## src/sv/lvp_pkg.sv

```systemverilog
package lvp_pkg;

  localparam int unsigned LINE_CAPACITY = 64;
  localparam int unsigned ADDR_W        = $clog2(LINE_CAPACITY);
  localparam int unsigned LEN_W         = $clog2(LINE_CAPACITY + 1);

  localparam logic [7:0] CH_NEWLINE = 8'd10;
  localparam logic [7:0] CH_SPACE   = 8'd32;
  localparam logic [7:0] CH_TAB     = 8'd9;
  localparam logic [7:0] CH_CR      = 8'd13;
  localparam logic [7:0] CH_PLUS    = 8'd43;
  localparam logic [7:0] CH_MINUS   = 8'd45;
  localparam logic [7:0] CH_ZERO    = 8'd48;
  localparam logic [7:0] CH_NINE    = 8'd57;

  localparam logic [2:0] VALUE_LEN  = 3'd5;
  localparam logic [2:0] STATUS_LEN = 3'd6;
  localparam logic [2:0] BODY_MAX   = 3'd7;

  typedef enum logic [1:0] {
    LABEL_NONE   = 2'd0,
    LABEL_VALUE  = 2'd1,
    LABEL_STATUS = 2'd2
  } lvp_label_e;

  typedef enum logic [1:0] {
    ST_IDLE,
    ST_SCAN,
    ST_APPLY
  } lvp_state_e;

  typedef struct packed {
    logic        is_value;
    logic        is_status;
    logic [31:0] reading;
  } lvp_verdict_t;

  function automatic logic is_blank(input logic [7:0] c);
    return (c == CH_SPACE) || ((c >= CH_TAB) && (c <= CH_CR));
  endfunction

  function automatic logic is_digit(input logic [7:0] c);
    return (c >= CH_ZERO) && (c <= CH_NINE);
  endfunction

  function automatic logic [7:0] value_char(input logic [2:0] k);
    logic [7:0] c;
    case (k)
      3'd0:    c = 8'h76;
      3'd1:    c = 8'h61;
      3'd2:    c = 8'h6c;
      3'd3:    c = 8'h75;
      3'd4:    c = 8'h65;
      default: c = 8'h00;
    endcase
    return c;
  endfunction

  function automatic logic [7:0] status_char(input logic [2:0] k);
    logic [7:0] c;
    case (k)
      3'd0:    c = 8'h73;
      3'd1:    c = 8'h74;
      3'd2:    c = 8'h61;
      3'd3:    c = 8'h74;
      3'd4:    c = 8'h75;
      3'd5:    c = 8'h73;
      default: c = 8'h00;
    endcase
    return c;
  endfunction

endpackage

```

## src/sv/lvp_line_ram.sv

```systemverilog
module lvp_line_ram
  import lvp_pkg::*;
(
  input  logic              clk_i,
  input  logic              wr_en_i,
  input  logic [ADDR_W-1:0] wr_addr_i,
  input  logic [7:0]        wr_data_i,
  input  logic              rd_en_i,
  input  logic [ADDR_W-1:0] rd_addr_i,
  output logic [7:0]        rd_data_o
);

  logic [7:0] mem [LINE_CAPACITY];
  logic [7:0] rd_data_q;

  always_ff @(posedge clk_i) begin
    if (wr_en_i) begin
      mem[wr_addr_i] <= wr_data_i;
    end
    if (rd_en_i) begin
      rd_data_q <= mem[rd_addr_i];
    end
  end

  assign rd_data_o = rd_data_q;

endmodule

```

## src/sv/lvp_line_scan.sv

```systemverilog
module lvp_line_scan
  import lvp_pkg::*;
(
  input  logic         clk_i,
  input  logic         rst_ni,
  input  logic         clr_i,
  input  logic         valid_i,
  input  logic [7:0]   data_i,
  output lvp_verdict_t verdict_o
);

  logic [2:0]  k_q, k_d;
  logic        mv_q, mv_d;
  logic        ms_q, ms_d;
  logic        neg_q, neg_d;
  logic        stop_q, stop_d;
  logic [31:0] acc_q, acc_d;
  logic [31:0] digit;
  logic        blank;

  assign blank = is_blank(data_i);
  assign digit = {28'd0, data_i[3:0]};

  always_comb begin
    k_d    = k_q;
    mv_d   = mv_q;
    ms_d   = ms_q;
    neg_d  = neg_q;
    stop_d = stop_q;
    acc_d  = acc_q;
    if (clr_i) begin
      k_d    = '0;
      mv_d   = 1'b1;
      ms_d   = 1'b1;
      neg_d  = 1'b0;
      stop_d = 1'b0;
      acc_d  = '0;
    end else if (valid_i && !((k_q == '0) && blank)) begin
      k_d = (k_q == BODY_MAX) ? BODY_MAX : k_q + 3'd1;
      if (k_q < VALUE_LEN) begin
        mv_d = mv_q && (data_i == value_char(k_q));
      end else begin
        mv_d = mv_q && blank;
      end
      if (k_q < STATUS_LEN) begin
        ms_d = ms_q && (data_i == status_char(k_q));
      end else begin
        ms_d = ms_q && blank;
      end
      if (k_q == '0) begin
        if ((data_i == CH_PLUS) || (data_i == CH_MINUS)) begin
          neg_d = (data_i == CH_MINUS);
        end else if (is_digit(data_i)) begin
          acc_d = digit;
        end else begin
          stop_d = 1'b1;
        end
      end else if (!stop_q) begin
        if (is_digit(data_i)) begin
          acc_d = (acc_q << 3) + (acc_q << 1) + digit;
        end else begin
          stop_d = 1'b1;
        end
      end
    end
  end

  always_ff @(posedge clk_i or negedge rst_ni) begin
    if (!rst_ni) begin
      k_q    <= '0;
      mv_q   <= 1'b1;
      ms_q   <= 1'b1;
      neg_q  <= 1'b0;
      stop_q <= 1'b0;
    end else begin
      k_q    <= k_d;
      mv_q   <= mv_d;
      ms_q   <= ms_d;
      neg_q  <= neg_d;
      stop_q <= stop_d;
    end
  end

  always_ff @(posedge clk_i) begin
    acc_q <= acc_d;
  end

  assign verdict_o.is_value  = mv_q && (k_q >= VALUE_LEN);
  assign verdict_o.is_status = ms_q && (k_q >= STATUS_LEN);
  assign verdict_o.reading   = neg_q ? (32'd0 - acc_q) : acc_q;

endmodule

```

## src/sv/labeled_line_value_parser_unit.sv

```systemverilog
// Channel   | Direction | Payload
// s_axis    | in        | tdata[7:0] rx_byte
// m_axis    | out       | tdata[31:0] touch_status, [63:32] touch_value, [64] forward_touch
// cfg       | in        | cfg_wdata_i forwarding_disabled
//
// A data byte is written into the line memory while fewer than 64 bytes are stored;
// a byte beyond that marks the line as overflowed. A newline is handled in steps:
// the accept, one memory read per stored byte, the scan of the last read data,
// leaving the scan, and applying the line. An overflowed line is dropped.
// A result waits in an output register; a line that changes a reading is applied only once it is free.
// Reset clears control and readings; the line memory content is not cleared.
module labeled_line_value_parser_unit
  import lvp_pkg::*;
(
  input  logic        clk_i,
  input  logic        rst_ni,
  input  logic        s_axis_tvalid,
  output logic        s_axis_tready,
  input  logic [7:0]  s_axis_tdata,   // [7:0] rx_byte
  output logic        m_axis_tvalid,
  input  logic        m_axis_tready,
  output logic [71:0] m_axis_tdata,   // [31:0] touch_status, [63:32] touch_value,
                                      // [64] forward_touch, [71:65] zero
  input  logic        cfg_we_i,
  input  logic        cfg_wdata_i
);

  lvp_state_e   state_q, state_d;
  logic [LEN_W-1:0] len_q, len_d;
  logic [LEN_W-1:0] rd_q, rd_d;
  logic         ovf_q, ovf_d;
  lvp_label_e   label_q, label_d;
  logic [31:0]  status_q, status_d;
  logic [31:0]  value_q, value_d;
  logic         fwd_dis_q;
  logic         out_vld_q, out_vld_d;
  logic [64:0]  out_data_q, out_data_d;
  logic         rvalid_q;
  logic         wr_en, rd_en, scan_clr, accept;
  logic [7:0]   rd_data;
  lvp_verdict_t verdict;
  logic         upd_v, upd_s, out_free;
  logic [31:0]  new_status, new_value;

  lvp_line_ram u_ram (
    .clk_i     (clk_i),
    .wr_en_i   (wr_en),
    .wr_addr_i (len_q[ADDR_W-1:0]),
    .wr_data_i (s_axis_tdata),
    .rd_en_i   (rd_en),
    .rd_addr_i (rd_q[ADDR_W-1:0]),
    .rd_data_o (rd_data)
  );

  lvp_line_scan u_scan (
    .clk_i     (clk_i),
    .rst_ni    (rst_ni),
    .clr_i     (scan_clr),
    .valid_i   (rvalid_q),
    .data_i    (rd_data),
    .verdict_o (verdict)
  );

  assign s_axis_tready = (state_q == ST_IDLE);
  assign accept        = s_axis_tvalid && s_axis_tready;
  assign m_axis_tvalid = out_vld_q;
  assign m_axis_tdata  = {7'd0, out_data_q};

  assign upd_v      = (label_q == LABEL_VALUE) && (verdict.reading != value_q);
  assign upd_s      = (label_q == LABEL_STATUS) && (verdict.reading != status_q);
  assign out_free   = !out_vld_q || m_axis_tready;
  assign new_status = upd_s ? verdict.reading : status_q;
  assign new_value  = upd_v ? verdict.reading : value_q;

  always_comb begin
    state_d    = state_q;
    len_d      = len_q;
    rd_d       = rd_q;
    ovf_d      = ovf_q;
    label_d    = label_q;
    status_d   = status_q;
    value_d    = value_q;
    out_vld_d  = out_vld_q && !m_axis_tready;
    out_data_d = out_data_q;
    wr_en      = 1'b0;
    rd_en      = 1'b0;
    scan_clr   = 1'b0;
    case (state_q)
      ST_IDLE: begin
        if (accept) begin
          if (s_axis_tdata == CH_NEWLINE) begin
            if (ovf_q) begin
              len_d = '0;
              ovf_d = 1'b0;
            end else begin
              rd_d     = '0;
              scan_clr = 1'b1;
              state_d  = ST_SCAN;
            end
          end else if (len_q < LEN_W'(LINE_CAPACITY)) begin
            wr_en = 1'b1;
            len_d = len_q + LEN_W'(1);
          end else begin
            ovf_d = 1'b1;
          end
        end
      end
      ST_SCAN: begin
        if (rd_q < len_q) begin
          rd_en = 1'b1;
          rd_d  = rd_q + LEN_W'(1);
        end else if (!rvalid_q) begin
          state_d = ST_APPLY;
        end
      end
      ST_APPLY: begin
        if (verdict.is_value) begin
          label_d = LABEL_VALUE;
          len_d   = '0;
          state_d = ST_IDLE;
        end else if (verdict.is_status) begin
          label_d = LABEL_STATUS;
          len_d   = '0;
          state_d = ST_IDLE;
        end else if (!((upd_v || upd_s) && !out_free)) begin
          status_d = new_status;
          value_d  = new_value;
          label_d  = LABEL_NONE;
          if (upd_v || upd_s) begin
            out_vld_d  = 1'b1;
            out_data_d = {!fwd_dis_q && !new_status[31] && !new_value[31],
                          new_value, new_status};
          end
          len_d   = '0;
          state_d = ST_IDLE;
        end
      end
      default: begin
        state_d = ST_IDLE;
      end
    endcase
  end

  always_ff @(posedge clk_i or negedge rst_ni) begin
    if (!rst_ni) begin
      state_q   <= ST_IDLE;
      len_q     <= '0;
      rd_q      <= '0;
      ovf_q     <= 1'b0;
      label_q   <= LABEL_NONE;
      status_q  <= '0;
      value_q   <= '0;
      fwd_dis_q <= 1'b0;
      out_vld_q <= 1'b0;
      rvalid_q  <= 1'b0;
    end else begin
      state_q   <= state_d;
      len_q     <= len_d;
      rd_q      <= rd_d;
      ovf_q     <= ovf_d;
      label_q   <= label_d;
      status_q  <= status_d;
      value_q   <= value_d;
      out_vld_q <= out_vld_d;
      rvalid_q  <= rd_en;
      if (cfg_we_i) begin
        fwd_dis_q <= cfg_wdata_i;
      end
    end
  end

  always_ff @(posedge clk_i) begin
    out_data_q <= out_data_d;
  end

endmodule

```

## config.mk

```make
export PLATFORM = sky130hd
export DESIGN_NAME = labeled_line_value_parser_unit
export DESIGN_NICKNAME = d
export VERILOG_FILES = /design/src/sv/lvp_pkg.sv /design/src/sv/lvp_line_ram.sv /design/src/sv/lvp_line_scan.sv /design/src/sv/labeled_line_value_parser_unit.sv
export SDC_FILE = /design/constraint.sdc
export NUM_CORES = 1
export LEC_CHECK = 0
export CAP_MARGIN = 10
export CORE_MARGIN = 1.5
export CORE_UTILIZATION = 45
export DETAILED_ROUTE_END_ITERATION = 7
export DONT_BUFFER_PORTS = 1
export GPL_TIMING_DRIVEN = 0
export PLACE_DENSITY = 0.74
export SLEW_MARGIN = 20
export SYNTH_ARGS = -nofsm -noshare
export SYNTH_HDL_FRONTEND = slang
export SYNTH_HIERARCHICAL = 1
export SYNTH_SLANG_ARGS = --single-unit
```

## constraint.sdc

```tcl
create_clock -name clk_i -period 7.01 [get_ports clk_i]
set_clock_uncertainty 0.15 [all_clocks]
set_input_delay 1.402 -clock clk_i [delete_from_list [all_inputs] [get_ports clk_i]]
set_output_delay 1.402 -clock clk_i [all_outputs]
set_load 0.005 [all_outputs]
```

# Word level (Yosys, flattened, before mapping)
# Memories as Yosys holds them, arrays and structs flattened. A register that Yosys moved wholly into a read port is not among the register bits.
# Index checks and enable logic that the tools add are counted.
[classes]
addsub = 6
order_cmp = 10
eq_ne = 33
mux = 79
bitwise = 3
reduce_logical = 47
[op_table]
columns = ["operator", "count"]
rows = [
  ["$mux W32", 8],
  ["$mux W7", 11],
  ["$ne A32 B32 Y1", 2],
  ["$mux W8", 6],
  ["$mux W1", 36],
  ["$pmux W7 S5", 1],
  ["$add A32 B32 Y32", 1],
  ["$add A32 B4 Y32", 1],
  ["$sub A1 B32 Y32 const A", 1],
  ["$pmux W7 S2", 2],
  ["$pmux W7 S4", 1],
  ["$eq A8 B6 Y1 const B", 3],
  ["$mux W2", 10],
  ["$logic_and A1 B1 Y1", 17],
  ["$eq A8 B8 Y1", 2],
  ["$reduce_and A5 Y1", 3],
  ["$add A7 B1 Y7 const B", 2],
  ["$ne A2 B2 Y1 const B", 7],
  ["$reduce_bool A2 Y1", 5],
  ["$eq A3 B3 Y1 const B", 3],
  ["$mux W3", 3],
  ["$ne A3 B3 Y1 const B", 3],
  ["$reduce_and A3 Y1", 3],
  ["$eq A8 B4 Y1 const B", 1],
  ["other kinds (26)", 46],
]
[totals]
regBits = 190
ramBits = 512
inputBits = 14
output_inout_bits = 74
word_cells = 196
memories = 1
[memory_table]
columns = ["name", "words", "width", "rd", "rd_ports_with_merged_regs", "write_ports", "line", "text"]
rows = [
  ["u_ram.mem", 64, 8, 1, 1, 1, "lvp_line_ram.sv:13", "logic [7:0] mem [LINE_CAPACITY];"],
]

# Longest topological paths before layout
[logic_depth]
word_depth = 13
depth_mapped = 14
mapped_depth_nobuf = 14

# Cells and area by module
# Netlist, hierarchy kept.
[by_module_without_submodules]
columns = ["module", "n_inst", "cells_per_inst", "area_per_inst_um2", "seq_area_each_um2"]
rows = [
  ["lvp_line_ram", 1, 940, 20241.9, 15615.0],
  ["labeled_line_value_parser_unit", 1, 499, 7287.0, 4103.9],
  ["lvp_line_scan", 1, 573, 4433.0, 818.3],
]

# Least setup slack after synthesis
# No wires, ideal clock.
[synth_timing]
path_kind = "reg2reg"
startpoint = "reg u_scan.acc_q[17]"
endpoint = "reg out_data_q[0] (enable)"
setup_ns = 0.488
t_arrival_ns = 5.897
t_required_ns = 6.372
slack_ns = 0.474
path_stages_with_launch = 14
path_buffers = 1
synth_period_minus_slack_ns = 6.536
cell_sequence = "dfxtp_1 or4_4 or3_4 or4_4 or3_4 o21ai_0 xnor2_1 buf_2 xor2_1 nor4_1 nand4_1 o21ai_4 and2_1 nor2_1"
[synth_rtl]
columns = ["element", "line", "text"]
rows = [
  ["start: declaration", "lvp_line_scan.sv:17", "logic [31:0] acc_q, acc_d;"],
  ["start signal: assignment", "lvp_line_scan.sv:85", "acc_q <= acc_d;"],
  ["end signal: assignment", "labeled_line_value_parser_unit.sv:173", "out_data_q <= out_data_d;"],
  ["end: declaration", "labeled_line_value_parser_unit.sv:37", "logic [64:0] out_data_q, out_data_d;"],
]

==> results.txt <==
----------------------------------------------------
[Status]
  Status ... finished clean

[Detailed routing]
  Number of design rule violations left after detail routing ... 0
  Vias per cell ... 5.99
  Iteration-0 DRC Markers ... 1804
  Total wirelength of the detailed-routed design ... 75400 um
  Vias ... 18600
  Antenna Violating Nets Remaining ... 0
  Routed length per instance ... 24.4 um
  Number of iterations in the first detailed-routing pass ... 6

[GRT]
  Via count of the first global-routing pass ... 18500
  GR Util All Layers ... 20.7%
  Global-route wire length before repair ... 115000 um
  Maximum number of pins on one net before global-route repair ... 94
  Total global routing overflow ... 0
  Initial antenna violation count ... 0

[Synth]
  Per-instance average area after synthesis ... 15.9 um^2
  Number of enable flip-flop cells after synthesis ... 585
  Register area share after synthesis ... 64.3%
  Cell types occupying the most area after synthesis ... sky130_fd_sc_hd__edfxtp_1 55%, sky130_fd_sc_hd__mux4_2 8.9%, sky130_fd_sc_hd__dfrtp_1 7.1%, sky130_fd_sc_hd__mux2_2 2.9%, sky130_fd_sc_hd__ha_1 2.8%
  Post-synth top area cell ... sky130_fd_sc_hd__edfxtp_1
  Number of different library cells in the post-synthesis netlist ... 83
  Yosys warning count ... 6
  Share of Yosys cell area claimed by the top area cell type ... 55.0%
  Cell area after technology mapping ... 32000 um^2
  Most used flip-flop cell after synthesis ... sky130_fd_sc_hd__edfxtp_1
  Number of instances in the synthesized netlist ... 2012
  Flip-flop and latch count after synthesis ... 710
  Async set-reset flop share out of synthesis ... 13.1%

[Setup path]
  Required time at the endpoint of the critical path ... 7.19 ns
  Worst setup EP type ... flop
  Arrival time at the worst endpoint ... 5.46 ns
  Launching instance or port of the critical path ... u_scan/acc_q[10]
  Critical register-to-register path startpoint ... u_scan/acc_q[10]
  Worst Setup Path Type ... flop to flop
  Element type at the critical path start ... flop
  Worst-path maximum fanout ... 10

[Clocking]
  Number of buffers on the longest clock path ... 3
  Clock insertion delay at the later pin of the skew report ... 0.63 ns
  Clock tree from TritonCTS ... done
  Number of sinks on the clock net ... 710
  Depth of the CTS H-tree ... 3
  Gates resized, CTS repair ... 0
  CTS Root Buffer Type ... sky130_fd_sc_hd__clkbuf_16
  Number of buffers added for setup after CTS ... 0
  CTS buffer count ... 76
  Count of hold buffers inserted by post-cts repair ... 0
  Clk pin slew, worst setup/hold paths ... 0.06 ns

[Floorplan]
  Floorplan die width ... 270 um
  Die Y ... 270 um
  Starting density of the core ... 45.6%
  Total die area ... 72600 um^2
  Row count ... 97
  Area of the core region ... 70100 um^2
  Number of I/O pins ... 88

[Final layout]
  Fraction of final layout cells sized beyond drive strength 1 ... 19.5%
  Nets ... 2185
  Layout Cell Area excl Fill ... 35600 um^2
  Leading cell type in the layout, fill and taps excluded ... sky130_fd_sc_hd__edfxtp_1
  Non-filler instance count after layout ... 3096
  Fill cell total of the finished layout ... 5699
  FF/Latch Area ... 20500 um^2
  Area of combinational cells with multiple inputs ... 10800 um^2
  Syn-to-layout area delta ... 11.3%
  Commonest non-fill, non-tap cells in the layout ... 585 x sky130_fd_sc_hd__edfxtp_1, 128 x sky130_fd_sc_hd__nor2_1, 126 x sky130_fd_sc_hd__mux4_2

[Pwr]
  Worst vdd rail ir drop ... 0.227 mV
  Lkg Pwr ... 0.0124 uW
  Power per cell area ... 261 nW/um^2

[Placement]
  Placed insts ... 2960
  I/O Buffers ... 0
  Total placed instance area ... 33200 um^2
  Placer's final routability congestion estimate ... 0.931
  DP HPWL ... 50300 um

[Worst hold path]
  Worst min-delay path class ... primary input to async pin

[Run]
  MaxCap Viol Count ... 0

[STA]
  Final setup vio count ... 0
  Final Hold Fails ... 0
  Post-route fraction of the period consumed by the critical path ... 75.4%
  Period minus WS final ... 5.28 ns
  Worst slew slack as a fraction of its limit ... 30.1%
  Final Max Slew Viols ... 0
  Slew at the pin with the worst max-slew slack ... 1.04 ns
  Worst hold margin ... 0.329 ns
  Fmax ... 189 MHz
  Setup repair after global routing missed its margin ... no

----------------------------------------------------
==> synthesized netlist by cell type, drive strengths merged (4+ instances only) <==
cell type  count
inv           23
mux2         143
ha            71
mux4         126
nand2         91
a22oi          9
dfrtp         91
nor2         131
a211oi        12
dfxtp         32
or3           15
a21o          15
nand3b         9
nor2b         24
nand2b        21
xor2          77
a31oi         12
mux2i         30
nand3         34
o21ai         58
and4           4
o2111ai        6
a221oi         8
and3          10
o211ai         6
xnor2         50
edfxtp       585
o21bai         4
nor4          24
or4            6
a21oi         53
and2           5
buf           54
nand4         14
o31ai         10
o41ai          9
clkbuf        46
o22ai         10
nor3          21
o221ai         8
o21a          11
==> cell families (layout without fill, tap and decap cells) <==
kind of cell	count (synthesis)	after routing	share of synthesized area, %
buffers and inverters	123	260	2.07
DFF	710	710	64.3
and+or+nand+nor	418	418	6.49
other	1	8	0.0117
xor gates and xnor gates	127	127	3.48
muxes	299	299	15.2
adders and majority gates	73	73	2.90
AOI/OAI and AO/OA	261	261	5.57
==> routing by layer <==
metal  part of all wire (%)  vias up  GRT usage, %
li1                       -     8066             -
met1                     39     9406          27.0
met2                     49      892          34.6
met3                    8.1      190          4.16
met4                    3.5        0          7.41
met5                      0        -             0
==> area by class of cell <==
class                   count  area share [%]
inverters                  23           0.243
repair buffers              2           0.113
clock inverters            28           0.855
multi-input cells        1185            30.4
plain buffers             100            1.62
diodes                      1         0.00703
clock buffers             107            5.73
flip-flops and latches    710            57.7
well taps                 940            3.31
==> sequential cells by signal (all words and copies together), names as in the netlist, 7 cells and up <==
signal,cells
u_ram/mem,512
u_scan/acc_q,32
rd_q,7
len_q,7
status_q,32
out_data_q,65
value_q,32
u_ram/rd_data_o,8
==> report_power, final <==
| part | leakage (uW) | internal, uW | switching [uW] |
|---|---|---|---|
| clock | 0.00113 | 2160 | 1640 |
| sequential | 0.00664 | 4690 | 59.7 |
| combinational | 0.00469 | 273 | 467 |
| total | 0.0124 | 7120 | 2170 |
==> worst max-delay path: stages, from the launching register on <==
cell                      delay [ns]
sky130_fd_sc_hd__dfxtp_1        0.40
sky130_fd_sc_hd__or4_1          0.63
sky130_fd_sc_hd__nor4_1         0.35
sky130_fd_sc_hd__nand4_1        0.35
sky130_fd_sc_hd__or3_4          0.46
sky130_fd_sc_hd__o31ai_2        0.21
sky130_fd_sc_hd__xnor2_1        0.42
sky130_fd_sc_hd__xor2_1         0.15
sky130_fd_sc_hd__nor4_1         0.40
sky130_fd_sc_hd__nand4_1        0.29
sky130_fd_sc_hd__o21ai_4        0.40
sky130_fd_sc_hd__buf_2          0.36
sky130_fd_sc_hd__mux2_2         0.40
==> path summary, 6_finish.rpt <==
| kind | end | depth (start not counted) | slack [ns] |
|---|---|---|---|
| max | out_data_q[23] | 12 | 1.73 |
| min | fwd_dis_q | 0 | 0.33 |
| max reg2reg | out_data_q[23] | 12 | 1.73 |
| min reg2reg | len_q[5] | 1 | 0.36 |
| max in group asynchronous | u_scan/mv_q | 0 | 6.07 |
| min in group clk_i | len_q[5] | 1 | 0.36 |
==> stage by stage <==
step | util (%) | power, uW | setup slack [ns] | TNS, ns
2_1_floorplan | - | 5320 | 0.474 | 0
3_3_place_gp | 47.3 | 5520 | -0.639 | -40.85
3_5_place_dp | 47.4 | 5550 | 1.81 | 0
4_1_cts | 50.7 | 9340 | 1.74 | 0
5_1_grt | 50.7 | 9580 | 1.44 | 0
6_report | 50.7 | 9290 | 1.73 | 0
(Power assumes the default switching activity.)
